==> config.mk <==
export PLATFORM = sky130hd
export DESIGN_NAME = zdf_dp
export DESIGN_NICKNAME = d
export VERILOG_FILES = /design/src/hw/rtl/zdf_pkg.sv /design/src/hw/rtl/zdf_dp.sv
export SDC_FILE = /design/constraint.sdc
export NUM_CORES = 2
export LEC_CHECK = 0
export ABC_CLOCK_PERIOD_IN_PS = 22000
export BUFFER_PORTS_ARGS = -buffer_cell sky130_fd_sc_hd__buf_4
export CAP_MARGIN = 20
export CORE_ASPECT_RATIO = 1.1
export CORE_UTILIZATION = 35
export DETAILED_ROUTE_END_ITERATION = 8
export GPL_TIMING_DRIVEN = 0
export PLACE_DENSITY = 0.59
export SYNTH_ARGS = -nofsm -noshare
export SYNTH_HDL_FRONTEND = slang
export SYNTH_SLANG_ARGS = --single-unit
==> constraint.sdc <==
create_clock -name clk -period 22 [get_ports clk]
set_input_delay 3.3 -clock clk [delete_from_list [all_inputs] [get_ports clk]]
set_output_delay 3.3 -clock clk [all_outputs]
set_load 0.005 [all_outputs]
==> src/hw/rtl/zdf_pkg.sv <==
// ----------------------------------------------------------------------------
// zdf_pkg: shared types, constants and arithmetic helpers
// Holds the coefficient register map, the command bundle passed from the
// sequencer to the datapath, and the rounding and saturation functions.
// ----------------------------------------------------------------------------
`default_nettype none

package zdf_pkg;

  // Configuration port geometry.
  localparam int CFG_IDX_W  = 3;
  localparam int CFG_DATA_W = 19;

  // Register indexes.
  localparam logic [CFG_IDX_W-1:0] REG_STAGE_GAIN    = 3'd0;
  localparam logic [CFG_IDX_W-1:0] REG_GAIN_SQUARED  = 3'd1;
  localparam logic [CFG_IDX_W-1:0] REG_GAIN_CUBED    = 3'd2;
  localparam logic [CFG_IDX_W-1:0] REG_STATE_SCALE   = 3'd3;
  localparam logic [CFG_IDX_W-1:0] REG_RESONANCE     = 3'd4;
  localparam logic [CFG_IDX_W-1:0] REG_FEEDBACK_NORM = 3'd5;

  // Reset values of the coefficients.
  localparam logic [15:0] RST_STAGE_GAIN    = 16'd4031;
  localparam logic [15:0] RST_GAIN_SQUARED  = 16'd248;
  localparam logic [15:0] RST_GAIN_CUBED    = 16'd15;
  localparam logic [16:0] RST_STATE_SCALE   = 17'd61505;
  localparam logic [18:0] RST_RESONANCE     = 19'd262144;
  localparam logic [16:0] RST_FEEDBACK_NORM = 17'd65532;

  // Datapath widths.
  localparam int SAMPLE_W = 24;
  localparam int STATE_W  = 32;
  localparam int OPA_W    = 33;  // state difference, sign included
  localparam int OPB_W    = 20;  // widest coefficient plus a zero sign bit
  localparam int PROD_W   = OPA_W + OPB_W;
  localparam int FRAC_W   = 16;
  localparam int RND_W    = PROD_W + 1 - FRAC_W;
  localparam int WIDE_W   = RND_W + 2;

  localparam int NSTAGES = 4;
  localparam int STG_W   = 2;

  typedef struct packed {
    logic [15:0] stage_gain;
    logic [15:0] gain_squared;
    logic [15:0] gain_cubed;
    logic [16:0] state_scale;
    logic [18:0] resonance_gain;
    logic [16:0] feedback_norm;
  } cfg_t;

  // Multiply operations issued by the sequencer.
  typedef enum logic [2:0] {
    OP_SCALE,   // z[i] * state_scale
    OP_FB0,     // s0 * G^3
    OP_FB1,     // s1 * G^2
    OP_FB2,     // s2 * G
    OP_RES,     // S * k
    OP_NORM,    // (x - ks) * feedback_norm
    OP_STAGE    // (lp - z[i]) * G
  } op_t;

  typedef struct packed {
    logic              load_x;
    logic              mul_en;
    logic              post_en;
    logic              load_out;
    op_t               op;
    logic [STG_W-1:0]  idx;
  } cmd_t;

  // Shift right by 16 with rounding half toward plus infinity.
  function automatic logic signed [RND_W-1:0] rnd16(input logic signed [PROD_W-1:0] p);
    logic signed [PROD_W:0] t;
    t = {p[PROD_W-1], p} + (PROD_W+1)'(32768);
    return t[PROD_W:FRAC_W];
  endfunction

  // Clamp to the signed 32-bit state range.
  function automatic logic signed [STATE_W-1:0] sat32(input logic signed [WIDE_W-1:0] a);
    logic hi_same;
    logic hi_zero;
    hi_zero = (a[WIDE_W-1:STATE_W-1] == '0);
    hi_same = hi_zero || (a[WIDE_W-1:STATE_W-1] == '1);
    if (hi_same) begin
      return a[STATE_W-1:0];
    end else if (a[WIDE_W-1]) begin
      return {1'b1, {(STATE_W-1){1'b0}}};
    end else begin
      return {1'b0, {(STATE_W-1){1'b1}}};
    end
  endfunction

  // Clamp a state value to the signed 24-bit sample range.
  function automatic logic signed [SAMPLE_W-1:0] sat24(input logic signed [STATE_W-1:0] a);
    logic hi_same;
    hi_same = (a[STATE_W-1:SAMPLE_W-1] == '0) || (a[STATE_W-1:SAMPLE_W-1] == '1);
    if (hi_same) begin
      return a[SAMPLE_W-1:0];
    end else if (a[STATE_W-1]) begin
      return {1'b1, {(SAMPLE_W-1){1'b0}}};
    end else begin
      return {1'b0, {(SAMPLE_W-1){1'b1}}};
    end
  endfunction

endpackage

`default_nettype wire

==> src/hw/rtl/zdf_dp.sv <==
// ----------------------------------------------------------------------------
// zdf_dp: filter datapath
// One shared signed multiplier with a product register, post-processing
// (rounding, accumulation, saturation), the four integrator states and
// the output sample register.
// ----------------------------------------------------------------------------
`default_nettype none

module zdf_dp
  import zdf_pkg::*;
(
  input  wire logic                        clk,
  input  wire logic                        rst,
  input  wire cfg_t                        cfg,
  input  wire cmd_t                        cmd,
  input  wire logic signed [SAMPLE_W-1:0]  sample_in,
  output logic signed [SAMPLE_W-1:0]       sample_out
);

  logic signed [STATE_W-1:0]  z [NSTAGES];
  logic signed [STATE_W-1:0]  s [NSTAGES];
  logic signed [SAMPLE_W-1:0] x;
  logic signed [PROD_W-1:0]   acc;
  logic signed [PROD_W-1:0]   prod;
  logic signed [STATE_W-1:0]  sum_fb;
  logic signed [STATE_W-1:0]  ks;
  logic signed [STATE_W-1:0]  lp;

  logic signed [STATE_W-1:0]  z_sel;
  logic signed [OPA_W-1:0]    opa;
  logic signed [OPB_W-1:0]    opb;
  logic signed [PROD_W-1:0]   acc_total;
  logic signed [RND_W-1:0]    rp;
  logic signed [RND_W-1:0]    rp_total;
  logic signed [STATE_W-1:0]  rp_sat;
  logic signed [STATE_W-1:0]  sum_next;
  logic signed [STATE_W-1:0]  lp_stage;
  logic signed [STATE_W-1:0]  z_stage;

  assign z_sel = z[cmd.idx];

  // Operand selection for the shared multiplier. Coefficients are unsigned
  // and enter with a zero sign bit.
  always_comb begin
    opa = '0;
    opb = '0;
    case (cmd.op)
      OP_SCALE: begin
        opa = {z_sel[STATE_W-1], z_sel};
        opb = {3'b000, cfg.state_scale};
      end
      OP_FB0: begin
        opa = {s[0][STATE_W-1], s[0]};
        opb = {4'b0000, cfg.gain_cubed};
      end
      OP_FB1: begin
        opa = {s[1][STATE_W-1], s[1]};
        opb = {4'b0000, cfg.gain_squared};
      end
      OP_FB2: begin
        opa = {s[2][STATE_W-1], s[2]};
        opb = {4'b0000, cfg.stage_gain};
      end
      OP_RES: begin
        opa = {sum_fb[STATE_W-1], sum_fb};
        opb = {1'b0, cfg.resonance_gain};
      end
      OP_NORM: begin
        opa = {{(OPA_W-SAMPLE_W){x[SAMPLE_W-1]}}, x} - {ks[STATE_W-1], ks};
        opb = {3'b000, cfg.feedback_norm};
      end
      OP_STAGE: begin
        opa = {lp[STATE_W-1], lp} - {z_sel[STATE_W-1], z_sel};
        opb = {4'b0000, cfg.stage_gain};
      end
      default: begin
        opa = '0;
        opb = '0;
      end
    endcase
  end

  // Post-processing of the registered product.
  assign acc_total = acc + prod;
  assign rp        = rnd16(prod);
  assign rp_total  = rnd16(acc_total);
  assign rp_sat    = sat32({{(WIDE_W-RND_W){rp[RND_W-1]}}, rp});
  assign sum_next  = sat32({{(WIDE_W-RND_W){rp_total[RND_W-1]}}, rp_total}
                         + {{(WIDE_W-STATE_W){s[3][STATE_W-1]}}, s[3]});
  // One ladder stage: v = rounded product, lp = v + z, z = lp + v.
  assign lp_stage  = sat32({{(WIDE_W-RND_W){rp[RND_W-1]}}, rp}
                         + {{(WIDE_W-STATE_W){z_sel[STATE_W-1]}}, z_sel});
  assign z_stage   = sat32({{(WIDE_W-RND_W){rp[RND_W-1]}}, rp}
                         + {{(WIDE_W-STATE_W){lp_stage[STATE_W-1]}}, lp_stage});

  always_ff @(posedge clk) begin
    if (cmd.load_x) begin
      x <= sample_in;
    end
    if (cmd.mul_en) begin
      prod <= opa * opb;
    end
    if (cmd.post_en) begin
      case (cmd.op)
        OP_SCALE: s[cmd.idx] <= rp_sat;
        OP_FB0:   acc <= prod;
        OP_FB1:   acc <= acc_total;
        OP_FB2:   sum_fb <= sum_next;
        OP_RES:   ks <= rp_sat;
        OP_NORM:  lp <= rp_sat;
        OP_STAGE: lp <= lp_stage;
        default: ;
      endcase
    end
    if (cmd.load_out) begin
      sample_out <= sat24(lp);
    end
  end

  // Integrator states are filter state and are cleared by reset.
  always_ff @(posedge clk) begin
    if (rst) begin
      for (int i = 0; i < NSTAGES; i++) begin
        z[i] <= '0;
      end
    end else if (cmd.post_en && cmd.op == OP_STAGE) begin
      z[cmd.idx] <= z_stage;
    end
  end

endmodule

`default_nettype wire
# After elaboration in Yosys (flattened, before gate mapping)
# Memory sizes are Yosys's and may differ from the RTL's.
# Cells that the tools add are included.
dict set report word_totals {
  regBits 250
  ram_bits 256
  inputBits 136
  n_memories 2
}
dict set report op_classes {
  add_sub_neg 8
  mul 1
  n_eq_ne 11
  mux 25
  reduce_logical 20
}
# name depth word_bits rd rd_clocked_by_memory_dff write_ports line
set mem_list {}
lappend mem_list {s 4 32 4 0 1 zdf_dp.sv:21} ;# logic signed [STATE_W-1:0] s [NSTAGES];
lappend mem_list {z 4 32 1 0 4 zdf_dp.sv:20} ;# logic signed [STATE_W-1:0] z [NSTAGES];
# op n
set ops {}
lappend ops {{32-bit two-way mux} 9}
lappend ops {{33-bit case mux with 7 select lines} 1}
lappend ops {{38-bit by 32-bit adder with 39-bit output} 3}
lappend ops {{19-bit case mux with 6 select lines} 1}
lappend ops {{53-bit by 17-bit adder with 54-bit output, second input constant} 2}
lappend ops {{53-bit case mux with 2 select lines} 1}
lappend ops {{32-bit case mux with 2 select lines} 1}
lappend ops {{53-bit adder} 1}
lappend ops {{33-bit by 20-bit multiplier with 53-bit output} 1}
lappend ops {{24-bit two-way mux} 2}
lappend ops {{9-bit == test, second input constant} 5}
lappend ops {{9-bit logical NOT} 5}
lappend ops {{24-bit by 32-bit subtractor with 33-bit output} 1}
lappend ops {{32-bit by 32-bit subtractor with 33-bit output} 1}
lappend ops {{32-bit OR reduction} 1}
lappend ops {{3-bit == test, second input constant} 3}
lappend ops {{1-bit two-way mux} 9}
lappend ops {{2-bit AND reduction} 4}
lappend ops {{3-bit by 2-bit == test with 1-bit output, second input constant} 2}
lappend ops {{1-bit logical OR} 5}
lappend ops {{2-bit nonzero test} 2}
lappend ops {{3-bit by 1-bit == test with 1-bit output, second input constant} 1}
lappend ops {{3-bit logical NOT} 1}
lappend ops {{2-bit two-way mux} 1}
lappend ops {{2 further kinds} 2}

# Longest topological paths before layout
dict set report logic_depth {
  ltp_word 10
  ltp_mapped 44
  depth_no_buf 40
}

# Least setup slack after synthesis
# No wires, ideal clock.
dict set report synth_path {
  path_type {input to register}
  from {in cmd[0] (netlist bit)}
  to {reg prod[45] (data pin)}
  arrival_time_ns 14.540
  t_required_ns 21.737
  slack_ns 7.197
  cell_stages 42
  path_cell_list {clkbuf_1 > buf_1 > buf_1 > clkbuf_1 > mux4_2 > ha_1 > fa_1 > nand2b_1 > a21boi_0 > o21a_1 > o41a_1 > o21ai_0 > o41ai_1 > a21boi_0 > xor2_1 > nor2_1 > nor3_1 > nor2_1 > [6 not listed] > fa_1 > fa_1 > inv_1 > fa_1 > inv_1 > ha_1 > clkbuf_1 > a21o_1 > a21oi_1 > nor2b_1 > o41a_1 > a21o_1 > a31o_2 > a41o_1 > o41a_1 > a21o_1 > a21oi_1 > xnor2_1}
}
dict set report synth_between {
  elab_chain_len 4
}
# element line
set synth_lines {}
lappend synth_lines {{from (decl)} zdf_dp.sv:15} ;# input wire cmd_t cmd,
lappend synth_lines {{memory 4 x 32 bit *} n/a}
lappend synth_lines {{32-bit by 32-bit subtractor with 33-bit output} zdf_dp.sv:73} ;# opa = {lp[STATE_W-1], lp} - {z_sel[STATE_W-1], z_sel};
lappend synth_lines {{33-bit case mux with 7 select lines *} zdf_dp.sv:47} ;# case (cmd.op)
lappend synth_lines {{33-bit by 20-bit multiplier with 53-bit output *} zdf_dp.sv:101} ;# prod <= opa * opb;
lappend synth_lines {{to (signal assigned)} zdf_dp.sv:101}
lappend synth_lines {{to (decl)} zdf_dp.sv:24} ;# logic signed [PROD_W-1:0] prod;
# Mark *: on every way between the ends. The rest lies on a longest branch, timed or not.
# A chain may end at the register's enable or synchronous reset.

# Worst setup path after layout
dict set report layout_path {
  from {in cmd[0] (netlist bit)}
  to {reg prod[48] (data pin)}
}
# The elaborated chain is that of the path after synthesis.

==> flow_results.org <==
** Status
- The flow ran to the end, and the final reports show no timing, DRC or antenna violations.

** Final layout
- At the end of the flow, the number of nets in the layout was 7729.
- Area Growth Syn to Fin :: 11.1%
- Number of filler instances in the final layout :: 16780
- Of the cells placed in the final design, the portion with a size suffix greater than 1 is 7.07%.
- Final Cell Area :: 0.0654 mm^2

** Logic synthesis
- Cells after Synth :: 6337
- Synth area leader :: edfxtp_1
- After synthesis, flip-flops and latches occupy 25.8% of the total area.
- The number of nets handed over by synthesis was 7461.
- Among all cell types in the netlist, the one instantiated most often is inv_1.
- The number of different library cells used by synthesis comes to 99.
- Ys Warns :: 0
- Post-synthesis sequential element count :: 506
- The average instance in the mapped netlist occupies 9.29 um^2.
- Most frequent cells after synthesis :: 899 x inv_1, 783 x nand2_1, 610 x fa_1
- Synth async-reset ratio :: 0%
- The most used flip-flop cell after synthesis is edfxtp_1.
- Of the post-synthesis cell area, the dominant cell type holds 25.8%.
- Yosys attributes the largest share of cell area to edfxtp_1 26%, fa_1 21%, ha_1 8.0%.
- The mapped netlist covers 0.0589 mm^2.
- Yosys mapped a number of flops with a built-in enable equal to 506.

** STA
- The number of pins exceeding their max-slew limit in the final report came to 0.
- Clock skew :: 0.0570 ns
- Highest clock rate :: 0.0546 GHz
- Least setup slack across all paths after layout :: 3.67 ns
- Final setup violation count :: 0
- The number of failing hold endpoints at the final stage was 0.
- The worst path in the final design needs a cycle of 18.33 ns, including I/O delays and setup.
- Measured against its own limit, the worst slew margin works out to 7.69%.
- Setup repair after global routing missed its margin :: no
- In the final timing run, aggregate negative setup slack is 0 ns.
- After layout, the worst path uses 83.3% of the clock period.
- Slew of the pin with the lowest slew margin :: 1.38 ns

** Placed design
- Final GP Congestion :: 0.991
- Dpl hpwl :: 187000 um
- Summing all placed instances gives a cell area of 0.0636 mm^2.
- Number of input and output port buffers inserted :: 157
- At the placement stage, the worst setup path has a slack of 3.25 ns.

** Die
- The die covers 0.170 mm^2.
- In this run the standard cell core region covers 0.167 mm^2.
- The die is 393 um wide.
- Row generation in the floorplan step produced 157 rows.
- Initial standard-cell utilization of the core :: 35.3%
- IO Count :: 160
- Vertical extent of the die :: 432 um

** Global routing
- The number of antenna violations at the first check in global routing came to 12.
- First-pass GRT wire length :: 330000 um
- Largest net degree at the start of global routing :: 54
- GRT Overall Usage :: 26.5%
- Via count of the first global-routing pass :: 49293
- Overall overflow remaining after global route :: 0

** Worst setup path
- The kind of cell with the highest combined delay along the critical path is adder cells.
- The worst register-to-register path begins at x[0].
- Buffers & Inverters on Critical Path :: 9
- The worst setup path is captured at a flop.
- The setup path with the least slack is of type in -> reg.
- Cell type of the slowest stage on the worst timing path :: o221ai_1
- Arr. time, crit path :: 18.66 ns
- In this run the worst path has a maximum fanout of 10.
- Critical path required time :: 22.34 ns
- Cell occurring most often along the worst timing path :: fa_1
- Critical path's largest stage delay :: 1.00 ns
- Worst setup path startpoint :: cmd[0]
- Critical Path Start Type :: input pin

** Clock tree
- Counting every sink on the clock net gives 506.
- Root buffer cell :: clkbuf_16
- Clock-pin slew was measured on the worst setup and hold paths at 0.06 ns.
- The H-tree was split into 2 levels.
- Clock latency reported for the late side of the worst-skew pair :: 0.66 ns
- CTS tree :: yes
- CTS Buffer Depth :: 3
- CTS Hold Bufs :: 0
- TritonCTS Buffers :: 54
- CTS-repair resized insts :: 0
- Post-CTS timing repair inserted 0 buffers for setup.

** Worst hold path
- The tightest min-delay check is of the reg -> reg type.
- The startpoint identified for the worst hold timing path is prod[4].

** Detailed routing
- The detail route stage leaves a number of antenna-violating nets equal to 0.
- The routed design has 228000 um of wire.
- Initial DRC count :: 4709
- Average vias per placed instance :: 5.66
- For this run, the detailed router's first-pass iteration total came to 6.
- For this run, design rule violations remaining after detail routing come to 0.
- Total number of vias :: 50217
- Dividing the detail-routed wire length by the instance count gives 25.6 um.

** Run
- Number of max-cap violations :: 0
-- final cells by class --
type                       count  area [um^2]  area share (%)
multi-input combinational   4642        39400            60.2
clock buffer                  61         1380            2.11
tap                         2226         2790            4.26
sequential                   506        15200            23.2
clock inverter                38          367           0.561
antenna                        5         12.5          0.0191
inverter                     900         3380            5.17
buffer                       289         1110            1.69
timing repair buffer         212         1800            2.75
-- cell usage in the layout, fill, tap and decap left out, types with 21 or more instances in the layout --
master     instances
mux4_2            42
nand4_1           59
xnor2_1          190
nand3_1          108
ha_1             378
clkbuf_16         54
inv_1            899
a221o_1           23
nor3_1            69
a211oi_1          34
a31oi_1           45
a21o_1           163
fa_1             610
o21a_1            44
o21ai_0          255
nor2_1           366
o21bai_1          40
or3_1             24
and2_1            92
nand2_1          783
o211ai_1          32
xor2_1           137
nor2b_1           86
a221oi_1          47
a21oi_1          398
a22oi_1           65
or2_2             30
mux2i_1           47
edfxtp_1         506
and3_1            42
clkbuf_1         261
buf_4            175
nand2b_1          47
buf_2             21
and4_1            24
-- logic make-up (layout without fill, tap and decap cells) --
logic type | count (synthesis) | count (layout) | share of synthesized area, %
multiplexers | 100 | 100 | 2.62
other | 0 | 5 | 0
adder cells (fa/ha/maj) | 991 | 991 | 28.8
buffers and inverters | 1189 | 1500 | 7.62
XOR/XNOR | 329 | 329 | 4.92
AND/OR/NAND/NOR | 1812 | 1812 | 14.5
AO/OA/AOI/OAI | 1410 | 1410 | 15.7
flip-flops | 506 | 506 | 25.8
-- flip-flops by register name, summed over array words and instances (netlist names) --
name,count
acc,53
ks,32
lp,32
prod,53
s,128
sample_out,24
sum_fb,32
x,24
z,128
-- metrics by stage --
stage                     std cells  utilization, %  hold WS, ns
after floorplan                6337               -        0.521
after global placement         8720            37.7        0.552
after detailed placement       8769            38.1        0.559
after CTS                      8868            39.2        0.571
after global routing           8875            39.2        0.591
final                          8879            39.2        0.568
-- per-layer routing --
metal | global-route usage [%] | wire (um)
met4 | 11.7 | 12100
met3 | 4.53 | 19700
met1 | 36.2 | 94500
met2 | 41.2 | 101000
met5 | 0 | 56
-- tightest hold or removal path: cells and delay by family (launching register included) --
kind / cells / cell delay [ns]
AO/OA/AOI/OAI: 1 / 0.06
flip-flops: 1 / 0.35
AND/OR/NAND/NOR: 1 / 0.05
-- final timing paths --
| kind | end | slack [ns] | cells after the start |
|---|---|---|---|
| hold / removal | acc[4] | 0.57 | 2 |
| setup / recovery | prod[48] | 3.67 | 40 |
| hold reg to reg | acc[4] | 0.57 | 2 |
| setup reg to reg | prod[48] | 8.43 | 39 |
Power is not shown: default switching activity piles up to over one toggle a cycle in this logic, so the estimate is an artifact.
