### src/hw/rtl/zdf_pkg.sv
// ----------------------------------------------------------------------------
// zdf_pkg: shared types, constants and arithmetic helpers
// Holds the coefficient register map, the command bundle passed from the
// sequencer to the datapath, and the rounding and saturation functions.
// ----------------------------------------------------------------------------
`default_nettype none

package zdf_pkg;

  // Configuration port geometry.
  localparam int CFG_IDX_W  = 3;
  localparam int CFG_DATA_W = 19;

  // Register indexes.
  localparam logic [CFG_IDX_W-1:0] REG_STAGE_GAIN    = 3'd0;
  localparam logic [CFG_IDX_W-1:0] REG_GAIN_SQUARED  = 3'd1;
  localparam logic [CFG_IDX_W-1:0] REG_GAIN_CUBED    = 3'd2;
  localparam logic [CFG_IDX_W-1:0] REG_STATE_SCALE   = 3'd3;
  localparam logic [CFG_IDX_W-1:0] REG_RESONANCE     = 3'd4;
  localparam logic [CFG_IDX_W-1:0] REG_FEEDBACK_NORM = 3'd5;

  // Reset values of the coefficients.
  localparam logic [15:0] RST_STAGE_GAIN    = 16'd4031;
  localparam logic [15:0] RST_GAIN_SQUARED  = 16'd248;
  localparam logic [15:0] RST_GAIN_CUBED    = 16'd15;
  localparam logic [16:0] RST_STATE_SCALE   = 17'd61505;
  localparam logic [18:0] RST_RESONANCE     = 19'd262144;
  localparam logic [16:0] RST_FEEDBACK_NORM = 17'd65532;

  // Datapath widths.
  localparam int SAMPLE_W = 24;
  localparam int STATE_W  = 32;
  localparam int OPA_W    = 33;  // state difference, sign included
  localparam int OPB_W    = 20;  // widest coefficient plus a zero sign bit
  localparam int PROD_W   = OPA_W + OPB_W;
  localparam int FRAC_W   = 16;
  localparam int RND_W    = PROD_W + 1 - FRAC_W;
  localparam int WIDE_W   = RND_W + 2;

  localparam int NSTAGES = 4;
  localparam int STG_W   = 2;

  typedef struct packed {
    logic [15:0] stage_gain;
    logic [15:0] gain_squared;
    logic [15:0] gain_cubed;
    logic [16:0] state_scale;
    logic [18:0] resonance_gain;
    logic [16:0] feedback_norm;
  } cfg_t;

  // Multiply operations issued by the sequencer.
  typedef enum logic [2:0] {
    OP_SCALE,   // z[i] * state_scale
    OP_FB0,     // s0 * G^3
    OP_FB1,     // s1 * G^2
    OP_FB2,     // s2 * G
    OP_RES,     // S * k
    OP_NORM,    // (x - ks) * feedback_norm
    OP_STAGE    // (lp - z[i]) * G
  } op_t;

  typedef struct packed {
    logic              load_x;
    logic              mul_en;
    logic              post_en;
    logic              load_out;
    op_t               op;
    logic [STG_W-1:0]  idx;
  } cmd_t;

  // Shift right by 16 with rounding half toward plus infinity.
  function automatic logic signed [RND_W-1:0] rnd16(input logic signed [PROD_W-1:0] p);
    logic signed [PROD_W:0] t;
    t = {p[PROD_W-1], p} + (PROD_W+1)'(32768);
    return t[PROD_W:FRAC_W];
  endfunction

  // Clamp to the signed 32-bit state range.
  function automatic logic signed [STATE_W-1:0] sat32(input logic signed [WIDE_W-1:0] a);
    logic hi_same;
    logic hi_zero;
    hi_zero = (a[WIDE_W-1:STATE_W-1] == '0);
    hi_same = hi_zero || (a[WIDE_W-1:STATE_W-1] == '1);
    if (hi_same) begin
      return a[STATE_W-1:0];
    end else if (a[WIDE_W-1]) begin
      return {1'b1, {(STATE_W-1){1'b0}}};
    end else begin
      return {1'b0, {(STATE_W-1){1'b1}}};
    end
  endfunction

  // Clamp a state value to the signed 24-bit sample range.
  function automatic logic signed [SAMPLE_W-1:0] sat24(input logic signed [STATE_W-1:0] a);
    logic hi_same;
    hi_same = (a[STATE_W-1:SAMPLE_W-1] == '0) || (a[STATE_W-1:SAMPLE_W-1] == '1);
    if (hi_same) begin
      return a[SAMPLE_W-1:0];
    end else if (a[STATE_W-1]) begin
      return {1'b1, {(SAMPLE_W-1){1'b0}}};
    end else begin
      return {1'b0, {(SAMPLE_W-1){1'b1}}};
    end
  endfunction

endpackage

`default_nettype wire

### src/hw/rtl/zdf_cfg.sv
// ----------------------------------------------------------------------------
// zdf_cfg: coefficient register file
// Six coefficient registers written through a simple write port.
// ----------------------------------------------------------------------------
`default_nettype none

module zdf_cfg
  import zdf_pkg::*;
(
  input  wire logic                  clk,
  input  wire logic                  rst,
  input  wire logic                  cfg_we,
  input  wire logic [CFG_IDX_W-1:0]  cfg_index,
  input  wire logic [CFG_DATA_W-1:0] cfg_data,
  output cfg_t                       cfg
);

  always_ff @(posedge clk) begin
    if (rst) begin
      cfg.stage_gain     <= RST_STAGE_GAIN;
      cfg.gain_squared   <= RST_GAIN_SQUARED;
      cfg.gain_cubed     <= RST_GAIN_CUBED;
      cfg.state_scale    <= RST_STATE_SCALE;
      cfg.resonance_gain <= RST_RESONANCE;
      cfg.feedback_norm  <= RST_FEEDBACK_NORM;
    end else if (cfg_we) begin
      case (cfg_index)
        REG_STAGE_GAIN:    cfg.stage_gain     <= cfg_data[15:0];
        REG_GAIN_SQUARED:  cfg.gain_squared   <= cfg_data[15:0];
        REG_GAIN_CUBED:    cfg.gain_cubed     <= cfg_data[15:0];
        REG_STATE_SCALE:   cfg.state_scale    <= cfg_data[16:0];
        REG_RESONANCE:     cfg.resonance_gain <= cfg_data[18:0];
        REG_FEEDBACK_NORM: cfg.feedback_norm  <= cfg_data[16:0];
        default: ;  // Indexes past the map are ignored.
      endcase
    end
  end

endmodule

`default_nettype wire

### config.mk
export PLATFORM = sky130hd
export DESIGN_NAME = zdf_cfg
export DESIGN_NICKNAME = d
export VERILOG_FILES = /design/src/hw/rtl/zdf_pkg.sv /design/src/hw/rtl/zdf_cfg.sv
export SDC_FILE = /design/constraint.sdc
export NUM_CORES = 1
export LEC_CHECK = 0
export ABC_AREA = 1
export BUFFER_PORTS_ARGS = -buffer_cell sky130_fd_sc_hd__buf_2
export CELL_PAD_IN_SITES_DETAIL_PLACEMENT = 1
export CELL_PAD_IN_SITES_GLOBAL_PLACEMENT = 1
export CORE_MARGIN = 2
export CORE_UTILIZATION = 35
export DETAILED_ROUTE_END_ITERATION = 8
export GPL_TIMING_DRIVEN = 0
export MAX_ROUTING_LAYER = met4
export PLACE_DENSITY = 0.9
export SYNTH_ARGS = -nofsm -noshare
export SYNTH_HDL_FRONTEND = slang
export SYNTH_SLANG_ARGS = --single-unit
### constraint.sdc
create_clock -name clk -period 1.2 [get_ports clk]
set_input_delay 0.24 -clock clk [delete_from_list [all_inputs] [get_ports clk]]
set_output_delay 0.24 -clock clk [all_outputs]
set_load 0.05 [all_outputs]
**After elaboration in Yosys (flattened, before gate mapping)**

Index checks and enable logic that the tools add are counted.

- Bits in registers: 101
- Latch bits: 0
- Memory bits (writable): 0
- ROM bits: 0
- Bits of input ports: 25
- Output and inout port bits: 101
- Logic and storage cells: 18
- Memories: 0

- $add $sub $neg: 0
- $mul: 0
- Div/mod/pow operators: 0
- Order comparisons: 0
- Eq/ne operators: 5
- Shift-type cells: 0
- Muxes and demuxes: 0
- Bitwise logic cells: 0
- Reduce and logical (&&, ||, !) cells: 7

Operator list:

| kind | number |
|---|---|
| AND reduction 2 bit | 6 |
| == test 3 x 2 -> 1 bit (second input constant) | 2 |
| == test 3 bit (second input constant) | 2 |
| == test 3 x 1 -> 1 bit (second input constant) | 1 |
| zero test 3 bit | 1 |

**Logic depth before layout (Yosys ltp)**

Gate-level depths: netlist of run 1.

- Depth after elaboration: 2
- Gate-level depth with buffers: 6
- Mapped depth without buffers: 5

**Least setup slack after synthesis of run 1**

No wires, ideal clock.

- Path type: input-to-reg
- Start point: input cfg_index[2]
- End point: register cfg[10] (netlist bit)
- Setup time: 130 ps
- Arrival time: 896 ps
- Data required time: 1070 ps
- Path slack: 174 ps
- Stages: 6
- Buffers on the path: 1
- Path through: nand2_1 > inv_1 > nand2_1 > buf_2 > nand2_1 > nand3_1

- Cells in the longest elaborated chain, start to end: 2

RTL lines:

| element | line | text |
|---|---|---|
| from (decl) | zdf_cfg.sv:13 | `input wire logic [CFG_IDX_W-1:0] cfg_index,` |
| == test 3 bit | zdf_cfg.sv:27 | `case (cfg_index)` |
| AND reduction 2 bit (no line) | n/a |  |
| to (decl) | zdf_cfg.sv:15 | `output cfg_t cfg` |

Every way passes these cells.
A chain may end at the register's enable or synchronous reset.

**Final worst setup path of run 1**

- Start point: register cfg[62] (netlist bit)
- End point: output cfg[62] (netlist bit)

No word-level cell between the ends.

==> results of run 1 <==
[layer usage]
layer	share of wire	routed length, um
met4	0.017	232
met5	0	0
met1	0.42	5839
met3	0.067	926
met2	0.49	6809
[stage by stage]
step	hold WS (ps)	power (mW)	setup TNS, ps
6_report	98.39	6.810	0
5_1_grt	120.5	7.058	-33.37
4_1_cts	92.90	6.790	0
3_5_place_dp	446.5	4.744	-15970
3_3_place_gp	434.0	4.707	-11890
2_1_floorplan	353.2	4.392	0
[layout by cell type, fill, tap and decap left out, types with 3 or more instances in the layout]
cell type / n
buf_6: 53
clkbuf_1: 10
clkbuf_8: 10
nor2_1: 121
dfxtp_2: 9
nand3_1: 100
nor2_4: 3
buf_4: 51
buf_1: 3
buf_2: 39
nor2_2: 6
dfxtp_1: 92
inv_1: 23
nand2_1: 151
[power groups by stage]
stage          clock (mW)  sequential (mW)  combinational [mW]
2_1_floorplan           0             4.02               0.376
3_3_place_gp            0             3.60                1.10
3_5_place_dp            0             3.61                1.13
4_1_cts              2.04             3.54                1.21
5_1_grt              2.16             3.57                1.33
6_report             2.01             3.55                1.25
[cells by family (layout without fill, tap and decap cells)]
family | after synthesis | after routing
simple gates | 383 | 383
buf+inv | 54 | 195
flops | 101 | 101
compound gates | 1 | 1
[area by class of cell]
cell class / count / area [um2] / area share
Tap cell: 140 / 175.2 / 0.03301
Timing Repair Buffer: 125 / 1077 / 0.2030
Clock buffer: 11 / 141.4 / 0.02664
Sequential cell: 101 / 2033 / 0.3832
Multi-Input combinational cell: 384 / 1612 / 0.3037
Buffer: 30 / 142.6 / 0.02688
Inverter: 24 / 90.09 / 0.01698
Clock inverter: 5 / 35.03 / 0.006602
[worst paths after layout]
path	startpoint	end	slack [ps]	depth (start not counted)
worst max-delay path	cfg[62]	cfg[62]	8	1
worst min-delay path	cfg_data[18]	cfg[35]	100	3
worst max register to register	cfg[37]	cfg[37]	510	2
worst min register to register	cfg[51]	cfg[51]	470	2
==> results.cfg, run 1 <==
[status]
outcome = completed

[clock_network]
root_buffer = clkbuf_8
post_cts_buffers = 0
clk_path_buf_depth = 2
post_cts_resized = 108
cts_tree = done
hold_buffers = 0
cts_buffers = 9
clk_latency_ps = 370
cts.clk_slew.worst_paths_ps = 100
htreeDepth = 3
cts_sinks = 101

[synthesis]
synth_common_cells = nand2_1, nor2_1, dfxtp_1, nand3_1, inv_1
synth_flop_cell = dfxtp_1
ys_warn_count = 0
syn_area_um2 = 3864
syn_nets = 564
synth_top_family_by_area = simple AND/OR/NAND/NOR gates
synth_edf_count = 0
yosys.area_share.simple = 0.4152
synth-xor-area-share = 0
yosysSeqAreaShare = 0.5233
avgSynthCellArea_um2 = 7.168
synthCells = 539
yosys.area.top_type = dfxtp_1
synthMuxAreaShare = 0
synth_cell_types = 15
synth_top_area_frac = 0.5233
ys_seq_elements = 101
yosysMostFrequentCell = nand2_1
synth_compound_area_frac = 0.001295
async_flop_share = 0
synth-adder-area-share = 0
yosys-top-cells-area = dfxtp_1, nand2_1, nand3_1

[power_and_ir_drop]
p_per_area_nw_per_um2 = 1283
intPower_mw = 4.649
ir_drop_mv = 0.6756
leakage_nw = 2.566
p_seq_frac = 0.522
netSwitchingFraction = 0.3173
clkPwrFrac = 0.295
p_sw_mw = 2.160
p_comb_frac = 0.183

[floorplan]
initial_core_util = 0.3580
io_pins = 126
die_area_um2 = 11900
fp.dieW_um = 109.1
core_area_um2 = 10790
die_y_um = 109.1
rows = 38

[setup_path]
worstPathMaxFanout = 2
crit_path_start_kind = flip-flop
cp-end-kind = primary output
worst_path_max_delay_cell = dfxtp_1
crit_family = flip-flops
path_buf_inv = 1
worstPathCellList = buf_4
arrival_ps = 950
worstSetupPathType = reg -> out
slowest_delay_ps = 370
required_ps = 960

[placed_design]
dp_slack_ps = -337.8
io_buffers = 125
placed_cells = 804
placedInstanceArea_um2 = 4664
routabilityCongestion = 0.8849
hpwlAfterDp_mm = 10.26

[layout]
instances_no_fill = 820
largest_register_ffs = 101
num-fill-cells = 1402
areaGrowthSynthToFinish_pct = 37.34
insertedDiodeCount = 0
postLayoutCoreUtil = 0.4917
nets = 700
regMostFlops = cfg
reg_top3 = cfg (101)
drive_gt1_frac = 0.2618
stdcell_area_um2 = 5306

[drt]
num_vias = 3933
wl_per_cell_um = 16.84
ant_nets = 0
first_iter_violations = 121
drtPass1Iterations = 4
drc = 0
via_per_inst = 4.796
wirelength_mm = 13.81

[sta]
fmax_mhz = 838.9
worst_slack_ps = 7.979
worst_pin_slew_ps = 556.1
hold_viol = 0
post-route-period-util = 0.9934
slew_violations = 0
slew_headroom = 0.6293
min_period_ps = 1192
skew_ps = 0
setup_viol = 0

[global_routing]
use_met1 = 0.2748
use_met3 = 0.05260
grt_pass1_wl_mm = 20.70
met2_usage = 0.4117
grt-ovfl-total = 0
grt_pass1_vias = 4049
grt_usage = 0.2397
busiest_layer = met2
grt_max_degree = 17
antenna_found_initial = 0

[job]
cap_viol_max_count = 0

[min_path]
hp-class = in -> reg
No activity file was read; power rests on OpenSTA's default activity.
==> run 2, diff against run 1 <==
--- a/config.mk
+++ b/config.mk
@@ -5,12 +5,10 @@
 export SDC_FILE = /design/constraint.sdc
 export NUM_CORES = 1
 export LEC_CHECK = 0
-export ABC_AREA = 1
 export BUFFER_PORTS_ARGS = -buffer_cell sky130_fd_sc_hd__buf_2
-export CELL_PAD_IN_SITES_DETAIL_PLACEMENT = 1
-export CELL_PAD_IN_SITES_GLOBAL_PLACEMENT = 1
-export CORE_MARGIN = 2
-export CORE_UTILIZATION = 35
+export CELL_PAD_IN_SITES_DETAIL_PLACEMENT = 0
+export CELL_PAD_IN_SITES_GLOBAL_PLACEMENT = 2
+export CORE_UTILIZATION = 31
 export DETAILED_ROUTE_END_ITERATION = 8
 export GPL_TIMING_DRIVEN = 0
 export MAX_ROUTING_LAYER = met4
==> results.cfg, run 2 <==
[status]
outcome = completed

[sta]
post-route-period-util = 0.9877
worst_pin_slew_ps = 552.7
fmax_mhz = 843.7
slew_violations = 0
skew_ps = 0
setup_viol = 0
hold_viol = 0
min_period_ps = 1185
slew_headroom = 0.6315
rsz0062_at_grt = no

[synthesis]
synthCells = 374
synth_common_cells = dfxtp_1, mux2i_1, nand2b_1, nor2_1, clkbuf_1
synth_top_area_frac = 0.5096
synth_flop_cell = dfxtp_1
yosys-top-cells-area = dfxtp_1, mux2i_1, nand2b_1
ys_seq_elements = 101
ys_warn_count = 0
synth_cell_types = 14
avgSynthCellArea_um2 = 10.61
yosysSeqAreaShare = 0.5096
async_flop_share = 0
yosys.area.top_type = dfxtp_1
synth_edf_count = 0
syn_nets = 399
syn_area_um2 = 3968

[layout]
num-fill-cells = 1220
areaGrowthSynthToFinish_pct = 34.66
instances_no_fill = 682
largest_register_ffs = 101
regMostFlops = cfg
reg_top3 = cfg (101)
nets = 534
final_cell_mix = mux2i_1, dfxtp_1, nand2b_1
insertedDiodeCount = 0
drive_gt1_frac = 0.3074

[setup_path]
crit_family = flip-flops
slowest_delay_ps = 350
reg2reg_to = cfg[23]
path_buf_inv = 1
r2r_cells = 2
worstPathMaxFanout = 2
cp-end-kind = primary output
worst_path_max_delay_cell = dfxtp_1
crit_path_start_kind = flip-flop
arrival_ps = 950
r2r_slack_ps = 550
required_ps = 960
r2r-start = cfg[23]
worstSetupPathType = reg -> out
worstPathCellList = buf_2

[floorplan]
die_area_um2 = 13250
io_pins = 126
rows = 40
die_y_um = 115.1
core_area_um2 = 12260
fp.dieW_um = 115.1
initial_core_util = 0.3236

[job]
cap_viol_max_count = 0

[global_routing]
grt_pass1_vias = 2990
grt_max_degree = 17
antenna_found_initial = 0
grt_usage = 0.1734
grt_pass1_wl_mm = 16.59
grt-ovfl-total = 0

[min_path]
min_path_cells = 3
min-delay-start = cfg_data[18]
hp-class = in -> reg
hold_end = cfg[35]

[power_and_ir_drop]
p_per_area_nw_per_um2 = 1390
leakage_nw = 2.616
p_total_mw = 7.427
ir_drop_mv = 0.8298

[clock_network]
cts.clk_slew.worst_paths_ps = 60
post_cts_resized = 30
clk_path_buf_depth = 2
cts_sinks = 101
htreeDepth = 3
cts_buffers = 9
hold_buffers = 0
post_cts_buffers = 0
clk_latency_ps = 330
cts_tree = done
root_buffer = clkbuf_16

[drt]
wirelength_mm = 10.94
ant_nets = 0
via_per_inst = 4.403
drtPass1Iterations = 4
first_iter_violations = 110
drc = 0
wl_per_cell_um = 16.04
num_vias = 3003

[placed_design]
hpwlAfterDp_mm = 8.374
io_buffers = 124
routabilityCongestion = 0.7494
placed_cells = 666
==> run 2: cells by family after synthesis <==
group,after synthesis,synth area share
multiplexers,101,0.2548
AND/OR/NAND/NOR,144,0.1993
buffers and inverters,28,0.03627
flip-flops,101,0.5096
==> run 2: worst reg2reg max path, cell delays in order, from the launching register on <==
cell and delay, ps:
dfxtp_1 350, nand2b_1 80, mux2i_1 150
==> run 2: how the worst max path moves through the flow <==
stage | depth (start not counted) | start | endpoint
final | 1 | cfg[68] | cfg[68]
after global placement | 5 | rst | cfg[49]
after CTS | 1 | cfg[36] | cfg[36]
after global routing | 1 | cfg[34] | cfg[34]
after floorplan | 4 | cfg_index[1] | cfg[85]
after detailed placement | 5 | rst | cfg[55]
==> run 2: layout make-up <==
class | count | area [um2] | area share
Timing Repair Buffer | 124 | 820.8 | 0.1536
Tap cell | 168 | 210.2 | 0.03934
Sequential cell | 101 | 2022 | 0.3785
Multi-Input combinational cell | 245 | 1805 | 0.3379
Clock buffer | 11 | 242.7 | 0.04543
Clock inverter | 5 | 83.83 | 0.01569
Buffer | 28 | 157.7 | 0.02951
==> run 2: stage by stage <==
step	setup WS [ps]	instance area, um2	util	TNS [ps]	hold WS (ps)
6_report	14.70	5343	0.4357	0	166.4
5_1_grt	0.7129	5343	0.4357	0	198.0
4_1_cts	0.03131	5202	0.4243	0	158.5
3_5_place_dp	-346.4	4802	0.3916	-20690	465.0
3_3_place_gp	-288.8	4802	0.3916	-18000	457.4
2_1_floorplan	-74.56	3971	-	-725.7	395.3
==> run 2: power by group <==
group	switching (mW)	internal [mW]
Combinational	0.535	0.262
Clock	1.27	1.89
Sequential	0.0438	3.43
==> run 2: layer usage <==
metal / share of wire / routed length, um / GRT usage
met1: 0.48 / 5302 / 0.2242
met2: 0.46 / 5079 / 0.2727
met3: 0.035 / 382 / 0.02636
met4: 0.016 / 176 / 0.06580
met5: 0 / 0 / -
==> run 3, diff against run 2 <==
--- a/config.mk
+++ b/config.mk
@@ -13,6 +13,7 @@
 export GPL_TIMING_DRIVEN = 0
 export MAX_ROUTING_LAYER = met4
 export PLACE_DENSITY = 0.9
+export SETUP_SLACK_MARGIN = 0.3
 export SYNTH_ARGS = -nofsm -noshare
 export SYNTH_HDL_FRONTEND = slang
 export SYNTH_SLANG_ARGS = --single-unit
==> results.cfg, run 3 (same netlist as run 2, synthesis figures left out) <==
[status]
outcome = completed

[drt]
wirelength_mm = 13.15
num_vias = 3353
wl_per_cell_um = 17.76
drc = 0
drtPass1Iterations = 4
ant_nets = 0
first_iter_violations = 93
via_per_inst = 4.531

[layout]
nets = 592
insertedDiodeCount = 0
drive_gt1_frac = 0.5734
areaGrowthSynthToFinish_pct = 78.62
largest_register_ffs = 101
final_cell_mix = dfxtp_2, mux2i_1, buf_8
final_common_cell = dfxtp_2
regMostFlops = cfg
instances_no_fill = 740
reg_top3 = cfg (101)
stdcell_area_um2 = 7087

[global_routing]
antenna_found_initial = 0
grt_usage = 0.2042
grt-ovfl-total = 0
grt_pass1_wl_mm = 19.11
grt_pass1_vias = 3404
grt_max_degree = 16

[power_and_ir_drop]
ir_drop_mv = 0.6085
p_per_area_nw_per_um2 = 1087
leakage_nw = 3.372

[sta]
finalSetupTns_ps = 0
post-route-period-util = 0.9266
rsz0062_at_grt = yes
slew_violations = 0
worst_pin_slew_ps = 400.5
slew_headroom = 0.7330
setup_viol = 0
fmax_mhz = 899.4
hold_viol = 0
worst_slack_ps = 88.13
min_period_ps = 1112
skew_ps = 0

[job]
cap_viol_max_count = 0

[setup_path]
slowest_delay_ps = 540
arrival_ps = 1360
crit_family = simple AND/OR/NAND/NOR gates
required_ps = 1450
worstPathCellList = buf_8, or4b_4, buf_12, buf_12, mux2i_1
worstPathMaxFanout = 5
crit_path_start_kind = input port
path_buf_inv = 3
worst_path_max_delay_cell = or4b_4
cp-end-kind = flip-flop
cpMostUsedCell = buf_12
worstSetupPathType = in -> reg

[clock_network]
cts.clk_slew.worst_paths_ps = 70
cts_tree = done
clk_latency_ps = 340
cts_buffers = 9
hold_buffers = 0
root_buffer = clkbuf_16
htreeDepth = 3
clk_path_buf_depth = 2
cts_sinks = 101

[floorplan]
io_pins = 126
fp.dieW_um = 115.1
die_y_um = 115.1
core_area_um2 = 12260
initial_core_util = 0.3236
die_area_um2 = 13250
rows = 40

[placed_design]
placedInstanceArea_um2 = 4945
io_buffers = 124
hpwlAfterDp_mm = 8.403
placed_cells = 666
routabilityCongestion = 0.7355
dp_slack_ps = -330.1

[min_path]
hp-class = in -> reg
==> run 3: layer usage <==
metal / GRT usage / up-vias / routed length (um)
met4: 0.07532 / 0 / 240
met2: 0.3410 / 80 / 6551
met5: - / - / 0
met3: 0.02583 / 20 / 365
li1: - / 1619 / -
met1: 0.2520 / 1634 / 5988
==> run 3: power breakdown <==
part / leakage, nW / total, mW / switching (mW) / internal [mW]
clock network: 0.147 / 3.09 / 1.26 / 1.83
logic: 2.40 / 1.11 / 0.592 / 0.515
registers: 0.829 / 3.51 / 0.0698 / 3.44
total: 3.37 / 7.70 / 1.92 / 5.78
==> run 3: tightest hold or removal path: stages <==
cell     delay (ps)
buf_2            80
nor2_1           40
mux2i_1         110
==> run 3: per-stage QoR <==
step	hold WS [ps]	utilization	total power, mW
global placement	457.0	0.4033	4.347
floorplan	395.3	-	4.111
global route	179.6	0.5780	7.946
detailed placement	463.0	0.4033	4.357
CTS	160.2	0.5486	7.687
finish	165.3	0.5780	7.703
==> run 3: final cells by class <==
class                      count  area, um2
tap                          168      210.2
clock buffer                  12      236.5
sequential                   101       2148
timing repair buffer         182       2245
multi-input combinational    245       1843
clock inverter                 4      72.57
buffer                        28      331.6
fill                        1003       5175
==> run 3: worst paths after layout <==
| kind | slack, ps | cells after the start | startpoint | endpoint |
|---|---|---|---|---|
| max | 90 | 5 | cfg_index[2] | cfg[85] |
| min | 170 | 3 | cfg_data[18] | cfg[35] |
| max reg2reg | 370 | 4 | cfg[26] | cfg[26] |
| min reg2reg | 490 | 2 | cfg[37] | cfg[37] |
==> run 3: what timing repair did <==
item                       in CTS  in global routing
gates resized for setup       398                 47
pin swaps                       4                  2
setup buffers                  31                 21
setup endpoints to repair     156                196
cloned                          4                  2
